File: config.mk
export PLATFORM = sky130hd
export DESIGN_NAME = fifo_queue_with_keyed_removal
export DESIGN_NICKNAME = d
export VERILOG_FILES = /design/src/hw/rtl/fqkr_pkg.sv /design/src/hw/rtl/fqkr_cell.sv /design/src/hw/rtl/fifo_queue_with_keyed_removal.sv
export SDC_FILE = /design/constraint.sdc
export NUM_CORES = 1
export LEC_CHECK = 0
export BUFFER_PORTS_ARGS = -buffer_cell sky130_fd_sc_hd__buf_2
export CORE_ASPECT_RATIO = 0.75
export CORE_MARGIN = 4
export CORE_UTILIZATION = 40
export DETAILED_ROUTE_END_ITERATION = 10
export GPL_TIMING_DRIVEN = 0
export PLACE_DENSITY = 0.6
export SYNTH_ARGS = -nofsm -noshare
export SYNTH_HDL_FRONTEND = slang
export SYNTH_SLANG_ARGS = --single-unit
File: constraint.sdc
create_clock -name i_clk -period 5.4 [get_ports i_clk]
set_input_delay 0.27 -clock i_clk [delete_from_list [all_inputs] [get_ports i_clk]]
set_output_delay 0.27 -clock i_clk [all_outputs]
set_load 0.02 [all_outputs]
File: src/hw/rtl/fqkr_pkg.sv
// Package for the keyed-removal thread queue.
// Holds the operation and status codes and the control struct shared by the queue and its cells.
package fqkr_pkg;

    localparam logic [1:0] MODE_INSERT = 2'd0;
    localparam logic [1:0] MODE_POP    = 2'd1;
    localparam logic [1:0] MODE_REMOVE = 2'd2;
    localparam logic [1:0] MODE_LOOKUP = 2'd3;

    localparam logic [1:0] ST_OK        = 2'd0;
    localparam logic [1:0] ST_FULL      = 2'd1;
    localparam logic [1:0] ST_EMPTY     = 2'd2;
    localparam logic [1:0] ST_NOT_FOUND = 2'd3;

    localparam int STATUS_BITS = 2;
    localparam int ID_OUT_BITS = 16;
    localparam int OCC_BITS    = 5;

    // Broadcast control from the queue controller to every cell.
    typedef struct packed {
        logic capture;    // latch the compare result against the incoming key
        logic shift_all;  // every cell takes its newer neighbor's id
        logic shift_tail; // only cells at or above the newest match shift
    } t_cell_ctl;

endpackage

File: src/hw/rtl/fqkr_cell.sv
// One storage cell of the keyed-removal thread queue.
// Depends on fqkr_pkg for the control struct; holds one id and its latched match flag.
module fqkr_cell
    import fqkr_pkg::*;
#(
    parameter int ID_BITS = 16
) (
    input  logic               i_clk,
    input  t_cell_ctl          i_ctl,
    input  logic               i_valid,
    input  logic [ID_BITS-1:0] i_key,
    input  logic               i_load,
    input  logic [ID_BITS-1:0] i_next_id,
    input  logic               i_or_above,
    output logic [ID_BITS-1:0] o_id,
    output logic               o_match,
    output logic               o_or
);

    logic [ID_BITS-1:0] r_id;
    logic               r_match;
    logic               shift;

    // A cell at or above the newest match sees no match in any newer cell.
    assign shift = i_ctl.shift_all | (i_ctl.shift_tail & ~i_or_above);

    always_ff @(posedge i_clk) begin
        if (i_ctl.capture) begin
            r_match <= i_valid & (r_id == i_key);
        end
        if (i_load) begin
            r_id <= i_key;
        end else if (shift) begin
            r_id <= i_next_id;
        end
    end

    assign o_id    = r_id;
    assign o_match = r_match;
    assign o_or    = r_match | i_or_above;

endmodule

File: src/hw/rtl/fifo_queue_with_keyed_removal.sv
// Keyed-removal thread queue: a row of cells kept oldest first, cell 0 the oldest.
// Each accepted beat is handled in turn: first the cells compare against the key, then the row
// shifts and the result strobe is raised; busy is high in between, so no new beat is taken until it is done.
// The rippled match chain across the cells sets the path of the shift step.
// Synchronous active-low reset empties the queue; results cannot be stalled by the receiver.
module fifo_queue_with_keyed_removal
    import fqkr_pkg::*;
#(
    parameter int QUEUE_DEPTH = 16,
    parameter int ID_BITS     = 16
) (
    input  logic                   i_clk,
    input  logic                   i_rst_n,
    input  logic                   start,
    output logic                   busy,
    input  logic [1:0]             i_mode,
    input  logic [15:0]            i_thread_id,
    output logic                   o_strobe,
    output logic [STATUS_BITS-1:0] o_status,
    output logic [ID_OUT_BITS-1:0] o_id_out,
    output logic [OCC_BITS-1:0]    o_occupancy
);

    localparam int CW = $clog2(QUEUE_DEPTH + 1);

    logic               r_busy, n_busy;
    logic               r_strobe, n_strobe;
    logic [CW-1:0]      r_count, n_count;
    logic [1:0]         r_mode;
    logic [ID_BITS-1:0] r_key;
    logic [1:0]         r_status, n_status;
    logic [ID_BITS-1:0] r_id, n_id;

    logic               accept;
    logic [ID_BITS-1:0] key_in;
    logic [ID_BITS-1:0] cell_key;
    t_cell_ctl          ctl;
    logic               load_en;

    logic [ID_BITS-1:0] cell_id  [QUEUE_DEPTH];
    logic [QUEUE_DEPTH-1:0] cell_match;
    logic [QUEUE_DEPTH-1:0] cell_or;

    assign accept   = start & ~r_busy;
    assign key_in   = ID_BITS'(i_thread_id);
    // During capture the cells see the incoming key, afterwards the held one.
    assign cell_key = r_busy ? r_key : key_in;

    genvar g;
    generate
        for (g = 0; g < QUEUE_DEPTH; g++) begin : g_cell
            logic               valid;
            logic               load;
            logic [ID_BITS-1:0] next_id;
            logic               or_above;

            assign valid = CW'(g) < r_count;
            assign load  = load_en & (r_count == CW'(g));
            if (g == QUEUE_DEPTH - 1) begin : g_last
                assign next_id  = '0;
                assign or_above = 1'b0;
            end else begin : g_mid
                assign next_id  = cell_id[g+1];
                assign or_above = cell_or[g+1];
            end

            fqkr_cell #(
                .ID_BITS(ID_BITS)
            ) u_cell (
                .i_clk      (i_clk),
                .i_ctl      (ctl),
                .i_valid    (valid),
                .i_key      (cell_key),
                .i_load     (load),
                .i_next_id  (next_id),
                .i_or_above (or_above),
                .o_id       (cell_id[g]),
                .o_match    (cell_match[g]),
                .o_or       (cell_or[g])
            );
        end
    endgenerate

    always_comb begin
        ctl.capture    = accept;
        ctl.shift_all  = 1'b0;
        ctl.shift_tail = 1'b0;
        load_en        = 1'b0;
        n_busy         = accept;
        n_strobe       = r_busy;
        n_count        = r_count;
        n_status       = r_status;
        n_id           = r_id;

        if (r_busy) begin
            n_status = ST_OK;
            n_id     = r_key;
            unique case (r_mode)
                MODE_INSERT: begin
                    if (r_count == CW'(QUEUE_DEPTH)) begin
                        n_status = ST_FULL;
                    end else begin
                        load_en = 1'b1;
                        n_count = r_count + 1'b1;
                    end
                end
                MODE_POP: begin
                    if (r_count == '0) begin
                        n_status = ST_EMPTY;
                    end else begin
                        n_id          = cell_id[0];
                        ctl.shift_all = 1'b1;
                        n_count       = r_count - 1'b1;
                    end
                end
                MODE_REMOVE: begin
                    // The oldest entry wins if it matches, otherwise the newest match goes.
                    if (cell_match[0]) begin
                        ctl.shift_all = 1'b1;
                        n_count       = r_count - 1'b1;
                    end else if (cell_or[0]) begin
                        ctl.shift_tail = 1'b1;
                        n_count        = r_count - 1'b1;
                    end else begin
                        n_status = ST_NOT_FOUND;
                    end
                end
                MODE_LOOKUP: begin
                    if (!cell_or[0]) begin
                        n_status = ST_NOT_FOUND;
                    end
                end
                default: begin
                    n_status = ST_NOT_FOUND;
                end
            endcase
            if (n_status != ST_OK) begin
                n_id = '0;
            end
        end
    end

    always_ff @(posedge i_clk) begin
        if (!i_rst_n) begin
            r_busy   <= 1'b0;
            r_strobe <= 1'b0;
            r_count  <= '0;
        end else begin
            r_busy   <= n_busy;
            r_strobe <= n_strobe;
            r_count  <= n_count;
        end
    end

    always_ff @(posedge i_clk) begin
        if (accept) begin
            r_mode <= i_mode;
            r_key  <= key_in;
        end
        r_status <= n_status;
        r_id     <= n_id;
    end

    assign busy        = r_busy;
    assign o_strobe    = r_strobe;
    assign o_status    = r_status;
    assign o_id_out    = ID_OUT_BITS'(r_id);
    assign o_occupancy = OCC_BITS'(r_count);

endmodule

==> results of run 1 <==
## final cells by class
cell class	instances	area, um^2	share of cell area [%]
timing repair buffer	76	533.0	2.861
clock buffer	46	937.1	5.030
tap	520	650.6	3.492
clock inverter	14	141.4	0.7589
multi-input combinational	1022	6391	34.30
sequential	315	9389	50.39
antenna	2	5.005	0.02686
buffer	108	554.3	2.975
inverter	8	30.03	0.1612
## report_power, final
part | switching (W) | internal, W | leakage [nW]
Clock | 0.000983 | 0.00136 | 0.528
Sequential | 0.0000435 | 0.00272 | 2.87
Combinational | 0.000481 | 0.000221 | 3.06
## per-stage QoR
stage | setup slack [ns] | instance area (um^2) | total power [W] | util, %
after floorplan | 1.171 | 16330 | 0.003204 | -
after global placement | -0.1136 | 17210 | 0.003479 | 43.15
after detailed placement | 0.9145 | 17340 | 0.003488 | 43.46
after CTS | 0.9109 | 18600 | 0.005805 | 46.64
after global routing | 0.6389 | 18630 | 0.005957 | 46.70
final | 0.6946 | 18630 | 0.005813 | 46.71
## state kept, by name (all words and copies together), names as in the netlist
signal / flops
o_occupancy: 5
r_key: 16
busy: 1
o_status: 2
o_id_out: 16
g_cell.u_cell.o_id: 256
o_strobe: 1
r_mode: 2
g_cell.u_cell.o_match: 16
## per-layer routing
metal / track usage (%) / vias up / routed length, um
li1: - / 5385 / -
met1: 39.60 / 5859 / 24910
met2: 35.82 / 827 / 23050
met3: 7.426 / 116 / 7876
met4: 7.479 / 0 / 1767
met5: 0 / - / 0
## worst paths after layout
path | start | end | slack (ns) | depth (start not counted)
worst max-delay path | o_occupancy[1] | g_cell[2].u_cell.o_id[4] | 0.69 | 9
worst min-delay path | start | r_key[14] | 0.20 | 2
worst max register to register | o_occupancy[1] | g_cell[2].u_cell.o_id[4] | 0.69 | 9
worst min register to register | g_cell[8].u_cell.o_id[9] | g_cell[7].u_cell.o_id[9] | 0.57 | 2
## repair_timing
item	in CTS	in global routing
setup endpoints to repair	0	0
hold buffers	19	0
hold endpoints to repair	20	0
## kinds of logic (layout without fill, tap and decap cells)
family	Yosys count	in the layout	synth area share, %
buffers and inverters	116	252	3.577
other	0	2	0
adders and majority gates	9	9	0.6894
xor gates and xnor gates	258	258	13.83
muxes	33	33	3.194
AOI/OAI and AO/OA	280	280	8.970
DFF	315	315	57.48
and+or+nand+nor	442	442	12.26
## layout by cell type, fill, tap and decap left out, types with 24 or more instances in the layout
cell       synthesis  layout
a21oi_1           63      63
buf_2             14      59
clkbuf_1          72      81
clkbuf_16          0      35
edfxtp_1         308     308
nand2_1          219     219
nand4_1           24      24
nor2_1            99      99
nor4_1            50      50
o21ai_0          198     197
xnor2_1          223     223
xor2_1            35      35
==> impl_metrics.csv, run 1 <==
group,metric,value,unit
final_layout,fin_nets,1595,
global_route,grt_first_pass_wirelength,82200,um
sta,finalCriticalPeriod,4.705,ns
final_layout,syn2layout_area_growth,14.06,%
logic_synthesis,yosysUniqueCellTypes,46,
sta,slew_headroom,6.997,%
run,drv_cap,0,
sta,fin_crit_sh,87.14,%
sta,setup_viol,0,
sta,grt_setup_unrepaired,"no",
drt,num_vias,12190,
logic_synthesis,ys.flop_type,"edfxtp_1",
clock_network,clk_latency,0.54,ns
logic_synthesis,yosysSeqAreaShare,57.48,%
logic_synthesis,netlist_top_cells_area,"edfxtp_1 57%, xnor2_1 12%, o21ai_0 6.1%, nand2_1 5.0%, nor2_1 2.3%",
floorplan,die_y,183.0,um
placed_design,portBuffers,45,
sta,setup_tns,0,ns
final_layout,drive_gt1_share,10.64,%
setup_path,critPathMaxStageDelay,0.67,ns
logic_synthesis,syn_inst,1453,
clock_network,clock_sinks,315,
setup_path,path_cells,"clkbuf_1 -> inv_1 -> ha_1 -> or3b_1 -> o21ai_2 -> nand2_1 -> nand3_1 -> buf_2 -> nand3_1",
logic_synthesis,syn_nets,1483,
logic_synthesis,synth_edf_count,308,
setup_path,end_kind,"register",
clock_network,root_buffer,"clkbuf_16",
run_status,status,"finished clean",
sta,timing.hold.ws,0.2017,ns
final_layout,fillers,3694,
global_route,grt_pass1_vias,11760,
setup_path,path_max_fanout,16,
clock_network,cts_setup_buffers,0,
floorplan,start_util,40.95,%
clock_network,path_clk_slew,0.06,ns
setup_path,critPathArrivalTime,4.75,ns
setup_path,critPathLaunchType,"register",
setup_path,cp.required,5.44,ns
logic_synthesis,ys_async_sr_fraction,0,%
sta,clock.fmax,212.5,MHz
drt,post_drt_wl_per_cell,27.29,um
drt,drt-initial-drc-count,1788,
sta,skew,0.02362,ns
logic_synthesis,synth_area_leader_cell,"edfxtp_1",
final_layout,final_cell_count_no_fill,2111,
logic_synthesis,syn_area,16330,um^2
logic_synthesis,ys_warn_count,0,
logic_synthesis,synth_common_cells,"308 x edfxtp_1, 223 x xnor2_1, 219 x nand2_1",
setup_path,cpMaxStageDelayCell,"nand3_1",
clock_network,cts_buffers,34,
worst_hold_path,hold_class,"primary input to register",
setup_path,crit_buf_inv,3,
drt,detail_route.vias_per_cell,5.773,
logic_synthesis,post-synth-top-count-cell,"edfxtp_1",
floorplan,die_w,241.3,um
clock_network,cts_tree,"done",
power,ir_drop,0.2336,mV
logic_synthesis,synth-seq-cells,315,
placed_design,dp_cells,2027,
floorplan,core,39890,um^2
drt,ant_nets,0,
global_route,grt_use_total,25.93,%
clock_network,postCtsResizedCells,0,
drt,wirelength,57600,um
placed_design,routabilityCongestion,1.020,
floorplan,dieArea,44170,um^2
floorplan,std_cell_rows,63,
clock_network,cts_buffer_depth,3,
floorplan,io_pins,46,
setup_path,cp_common_cell,"nand3_1",
power,power_density,312.0,nW/um^2
setup_path,crit_family,"simple AND/OR/NAND/NOR gates",
global_route,grt_max_degree,26,
sta,final-max-slew-violation-count,0,
setup_path,worstSetupPathType,"register to register",
logic_synthesis,synth_top_area_share,56.62,%
sta,timing_hold_violations_final,0,
clock_network,htreeDepth,2,
drt,drc,0,
sta,tightest_slew,1.395,ns
power,leakagePower,6.466,nW
logic_synthesis,syn_avg_cell_area,11.24,um^2
drt,firstDrtPassIters,5,
placed_design,hpwl,39520,um
global_route,antenna_found_initial,0,
global_route,overflow,0,
No activity file was read; power rests on OpenSTA's default activity.
==> inputs of run 2 (changes only) <==
==> constraint.sdc (replaced) <==
create_clock -name i_clk -period 6.1 [get_ports i_clk]
set_input_delay 0.305 -clock i_clk [delete_from_list [all_inputs] [get_ports i_clk]]
set_output_delay 0.305 -clock i_clk [all_outputs]
set_load 0.02 [all_outputs]
==> run 2 against run 1 <==
Non-clock buffer count is 1 lower. Via count increased by 0.87%. Core utilization is essentially flat. Count of clock-buffer cells in the layout did not move. Flip-flop and latch count is the same. Clock skew barely moved. Die area stayed put. Critical endpoint unchanged. Highest routed layer unchanged.
==> impl_metrics.csv, run 2 (synthesis gave the netlist of run 1 again) <==
group,metric,value,unit
sta,final-max-slew-violation-count,0,
setup_path,critPathLaunchType,"register",
final_layout,multi_input_area,6391,um^2
floorplan,std_cell_rows,63,
final_layout,final_core_util,46.67,%
sta,slew_headroom,6.944,%
floorplan,core,39890,um^2
setup_path,critPathArrivalTime,4.71,ns
drt,firstDrtPassIters,6,
power,leakagePower,6.462,nW
placed_design,hpwl,39520,um
setup_path,critPathMaxStageDelay,0.67,ns
setup_path,crit_family,"simple AND/OR/NAND/NOR gates",
clock_network,cts_buffer_depth,3,
setup_path,cpMaxStageDelayCell,"nand3_1",
global_route,grt_use_total,25.93,%
sta,clock.fmax,214.0,MHz
setup_path,r2r_cells,9,
placed_design,routabilityCongestion,1.020,
global_route,overflow,0,
drt,drc,0,
clock_network,htreeDepth,2,
sta,fin_crit_sh,76.62,%
sta,setup_tns,0,ns
drt,drt-initial-drc-count,1703,
clock_network,path_clk_slew,0.06,ns
final_layout,final_common_cell,"edfxtp_1",
worst_hold_path,hold_class,"primary input to register",
drt,num_vias,12290,
sta,skew,0.02378,ns
final_layout,diodes,0,
global_route,grt_first_pass_wirelength,82200,um
floorplan,die_w,241.3,um
setup_path,crit_buf_inv,3,
drt,post_drt_wl_per_cell,27.42,um
clock_network,root_buffer,"clkbuf_16",
clock_network,clk_latency,0.54,ns
sta,timing_hold_violations_final,0,
final_layout,seqCellArea,9389,um^2
setup_path,path_cells,"clkbuf_1 -> inv_1 -> ha_1 -> or3b_1 -> o21ai_2 -> nand2_1 -> nand3_1 -> buf_2 -> nand3_1",
placed_design,dp_cells,2027,
sta,tightest_slew,1.396,ns
setup_path,end_kind,"register",
setup_path,worstSetupPathType,"register to register",
global_route,grt_max_degree,26,
drt,ant_nets,0,
setup_path,cp_common_cell,"nand3_1",
final_layout,fillers,3694,
setup_path,worst-r2r-setup-slack,1.43,ns
floorplan,die_y,183.0,um
final_layout,largest_reg_flops,256,
sta,grt_setup_unrepaired,"no",
run_status,status,"finished clean",
global_route,antenna_found_initial,0,
final_layout,layout_common_cells,"308 x edfxtp_1, 223 x xnor2_1, 219 x nand2_1",
setup_path,path_max_fanout,16,
sta,setup_viol,0,
final_layout,final_cell_count_no_fill,2108,
setup_path,cp.depth,9,
placed_design,portBuffers,45,
global_route,grt_pass1_vias,11760,
power,power_density,276.9,nW/um^2
final_layout,syn2layout_area_growth,13.97,%
setup_path,cp.required,6.14,ns
drt,wirelength,57790,um
clock_network,cts_buffers,34,
run,drv_cap,0,
floorplan,dieArea,44170,um^2
worst_hold_path,min_path_cells,2,
clock_network,cts_tree,"done",
final_layout,drive_gt1_share,10.64,%
clock_network,clock_sinks,315,
clock_network,postCtsResizedCells,0,
floorplan,io_pins,46,
floorplan,start_util,40.95,%
drt,detail_route.vias_per_cell,5.832,
final_layout,fin_nets,1594,
power,ir_drop,0.2068,mV
sta,finalCriticalPeriod,4.674,ns
run 2: changes by cell type in the layout (fill, tap and decap cells not counted):
| cell | previous run | this run |
|---|---|---|
| diode_2 | 2 | 0 |
| dlygate4sd3_1 | 19 | 18 |
run 2: report_power, final:
part / leakage (nW) / internal, W / switching [W]
registers: 2.87 / 0.00241 / 0.0000385
clock network: 0.528 / 0.00120 / 0.000879
logic: 3.06 / 0.000195 / 0.000427
run 2: path summary, 6_finish.rpt:
path                                                from                       end
worst min register to register  g_cell[8].u_cell.o_id[9]  g_cell[7].u_cell.o_id[9]
worst max register to register            o_occupancy[1]  g_cell[2].u_cell.o_id[4]
worst min-delay path                             i_rst_n                  o_strobe
worst max-delay path                      o_occupancy[1]  g_cell[2].u_cell.o_id[4]
run 2: worst reg2reg max path: cells and delay by family, from the launching register on:
family,cells,cell delay [ns]
AOI/OAI and AO/OA,1,0.46
buffers and inverters,3,1.07
adders and majority gates,1,0.43
DFF,1,0.42
and+or+nand+nor,4,1.81
run 2: through the flow:
step                      setup WS (ns)  hold slack [ns]  total power [W]  instance area [um^2]
after global placement           0.5864           0.4852         0.003080                 17210
after floorplan                   1.871           0.4039         0.002836                 16330
after global routing              1.339          0.06046         0.005273                 18620
after CTS                         1.611          0.02514         0.005138                 18590
final                             1.426          0.03642         0.005155                 18620
after detailed placement          1.614           0.4831         0.003088                 17340
run 2: routing by layer:
metal	share of wire, %	routed length, um	GRT usage [%]	up-vias
met5	0	0	0	-
met4	3.0	1729	7.479	0
met3	14	7959	7.426	116
met2	40	23160	35.82	818
met1	43	24950	39.60	5981
li1	-	-	-	5378
run 2: repair_timing:
item                                   in CTS  in global routing
buffers inserted                            0                  0
hold buffers                               18                  0
setup endpoints to repair                   0                  0
endpoints found under the hold margin      18                  0
run 2: area by class of cell:
type                            count  area share, %
Buffer                            108          2.977
Clock buffer                       46          5.034
Clock inverter                     14         0.7595
Inverter                            8         0.1613
Multi-Input combinational cell   1022          34.33
Sequential cell                   315          50.43
Tap cell                          520          3.495
Timing Repair Buffer               75          2.809
==> inputs of run 3 (changes only) <==
--- a/config.mk
+++ b/config.mk
@@ -11,7 +11,7 @@
 export CORE_UTILIZATION = 40
 export DETAILED_ROUTE_END_ITERATION = 10
 export GPL_TIMING_DRIVEN = 0
-export PLACE_DENSITY = 0.6
+export PLACE_DENSITY = 0.62
 export SYNTH_ARGS = -nofsm -noshare
 export SYNTH_HDL_FRONTEND = slang
 export SYNTH_SLANG_ARGS = --single-unit
==> constraint.sdc (replaced) <==
create_clock -name i_clk -period 3.9 [get_ports i_clk]
set_input_delay 0.195 -clock i_clk [delete_from_list [all_inputs] [get_ports i_clk]]
set_output_delay 0.195 -clock i_clk [all_outputs]
set_load 0.02 [all_outputs]
==> run 3 against run 2 <==
Clock skew fell by 0.0080 ns. Die area unchanged. Count of clock-buffer cells in the layout is 10 lower. Setup slack worse by 1.3 ns. Cell count down 0.43%. Flip-flop and latch count unchanged. Maximum frequency up 22%. Largest cell class unchanged. Largest power group unchanged.
==> impl_metrics.csv, run 3 (synthesis gave the netlist of run 1 again) <==
group,metric,value,unit
global_route,grt_use_total,24.34,%
final_layout,fillers,3664,
drt,firstDrtPassIters,6,
final_layout,fin_nets,1589,
placed_design,portBuffers,45,
placed_design,placed_cell_area,17340,um^2
power,ir_drop,0.3308,mV
sta,finalCriticalPeriod,3.818,ns
clock_network,cts_tree,"done",
clock_network,cts_buffers,31,
final_layout,syn2layout_area_growth,13.78,%
floorplan,std_cell_rows,63,
sta,setup_viol,0,
floorplan,core,39890,um^2
sta,tightest_slew,1.294,ns
power,power,0.007805,W
drt,drc,0,
global_route,grt_first_pass_wirelength,78590,um
global_route,antenna_found_initial,2,
final_layout,final_common_cell,"edfxtp_1",
worst_hold_path,hold_class,"primary input to register",
power,p_clk_share,38.7,%
global_route,overflow,0,
setup_path,worstSetupPathType,"register to register",
setup_path,r2r_cells,10,
power,leakagePower,6.484,nW
power,p_seq_share,49.1,%
setup_path,end_kind,"register",
floorplan,io_pins,46,
final_layout,seqCellArea,9390,um^2
run_status,status,"finished clean",
setup_path,critPathArrivalTime,4.15,ns
final_layout,postLayoutCellArea,18590,um^2
placed_design,routabilityCongestion,1.001,
run,drv_cap,0,
setup_path,critPathLaunchType,"register",
clock_network,htreeDepth,1,
clock_network,clk_latency,0.59,ns
sta,timing_hold_violations_final,0,
final_layout,largest_reg_flops,256,
drt,post_drt_wl_per_cell,26.15,um
floorplan,die_w,241.3,um
sta,skew,0.01577,ns
floorplan,start_util,40.95,%
global_route,grt_max_degree,25,
drt,num_vias,12430,
final_layout,drive_gt1_share,11.72,%
sta,fin_ws,0.08203,ns
final_layout,multi_input_area,6436,um^2
final_layout,layout_common_cells,"308 x edfxtp_1, 223 x xnor2_1, 219 x nand2_1",
global_route,grt_pass1_vias,11620,
sta,fin_crit_sh,97.90,%
sta,clock.fmax,261.9,MHz
floorplan,dieArea,44170,um^2
setup_path,path_max_fanout,11,
sta,setup_tns,0,ns
clock_network,clock_sinks,315,
power,swShare,25.87,%
power,power_density,420.0,nW/um^2
sta,slew_headroom,13.73,%
sta,grt_setup_unrepaired,"no",
clock_network,cts_buffer_depth,3,
drt,wirelength,54890,um
final_layout,final_core_util,46.60,%
placed_design,hpwl,38710,um
worst_hold_path,min_path_cells,2,
power,combPwrFrac,12.2,%
drt,ant_nets,0,
drt,drt-initial-drc-count,1899,
power,switchingPower,0.002019,W
placed_design,dp_slack,-0.6085,ns
clock_network,root_buffer,"clkbuf_16",
final_layout,diodes,0,
clock_network,path_clk_slew,0.06,ns
power,p_int,0.005786,W
drt,detail_route.vias_per_cell,5.921,
floorplan,die_y,183.0,um
setup_path,cp.required,4.23,ns
sta,final-max-slew-violation-count,0,
==> run 3: cell count changes in the layout (fill, tap and decap cells not counted), sizes merged <==
cell / before / now
inv: 9 / 8
clkinv: 10 / 13
buf: 93 / 97
dlygate4sd3: 18 / 19
bufinv: 3 / 4
clkbuf: 118 / 101
==> run 3: worst max-delay path, stage by stage (launching register included) <==
cell and delay (ns):
dfxtp_1 0.43, clkbuf_2 0.30, inv_1 0.17, ha_2 0.33, or3b_1 0.53, o21ai_4 0.35
nand2_1 0.11, nand3_2 0.32, buf_4 0.33, o211ai_1 0.34, buf_4 0.32
==> run 3: worst paths after layout <==
check | start | end | slack, ns
max | o_occupancy[1] | g_cell[9].u_cell.o_id[12] | 0.08
min | start | r_key[8] | 0.08
max reg2reg | o_occupancy[1] | g_cell[9].u_cell.o_id[12] | 0.08
min reg2reg | g_cell[5].u_cell.o_id[14] | g_cell[4].u_cell.o_id[14] | 0.57
==> run 3: power groups by stage <==
stage	Clock (W)	Sequential [W]	Combinational, W
after floorplan	0	0.00390	0.000535
after global placement	0	0.00390	0.000907
after detailed placement	0	0.00390	0.000921
after CTS	0.00303	0.00383	0.000924
after global routing	0.00317	0.00384	0.000988
final	0.00302	0.00383	0.000956
==> run 3: through the flow <==
step                hold WS, ns  instances
floorplan                0.2939       1453
global placement         0.3745       2018
detailed placement       0.3753       2028
finish                  0.07535       2099
CTS                     0.06593       2099
global route            0.09027       2099
==> run 3: layer usage <==
layer	wire [um]	vias to the layer above	part of all wire [%]	global-route usage (%)
met2	21010	873	38	32.22
met1	23820	6042	43	37.46
met5	0	-	0	0
li1	-	5367	-	-
met4	2410	0	4.4	8.763
met3	7654	147	14	7.231
==> run 3: repair_timing <==
action,in CTS,in global routing
pin swaps,5,0
endpoints found under the setup margin,260,92
setup buffers,6,0
hold buffers,19,0
endpoints found under the hold margin,23,0
resized for setup,11,5
==> run 3: layout make-up <==
class / instances / area share [%]
repair buffers: 80 / 3.009
clock inverters: 17 / 1.017
multi-input cells: 1022 / 34.63
well taps: 520 / 3.501
plain buffers: 101 / 2.881
clock buffers: 36 / 4.275
flip-flops and latches: 315 / 50.53
inverters: 8 / 0.1616
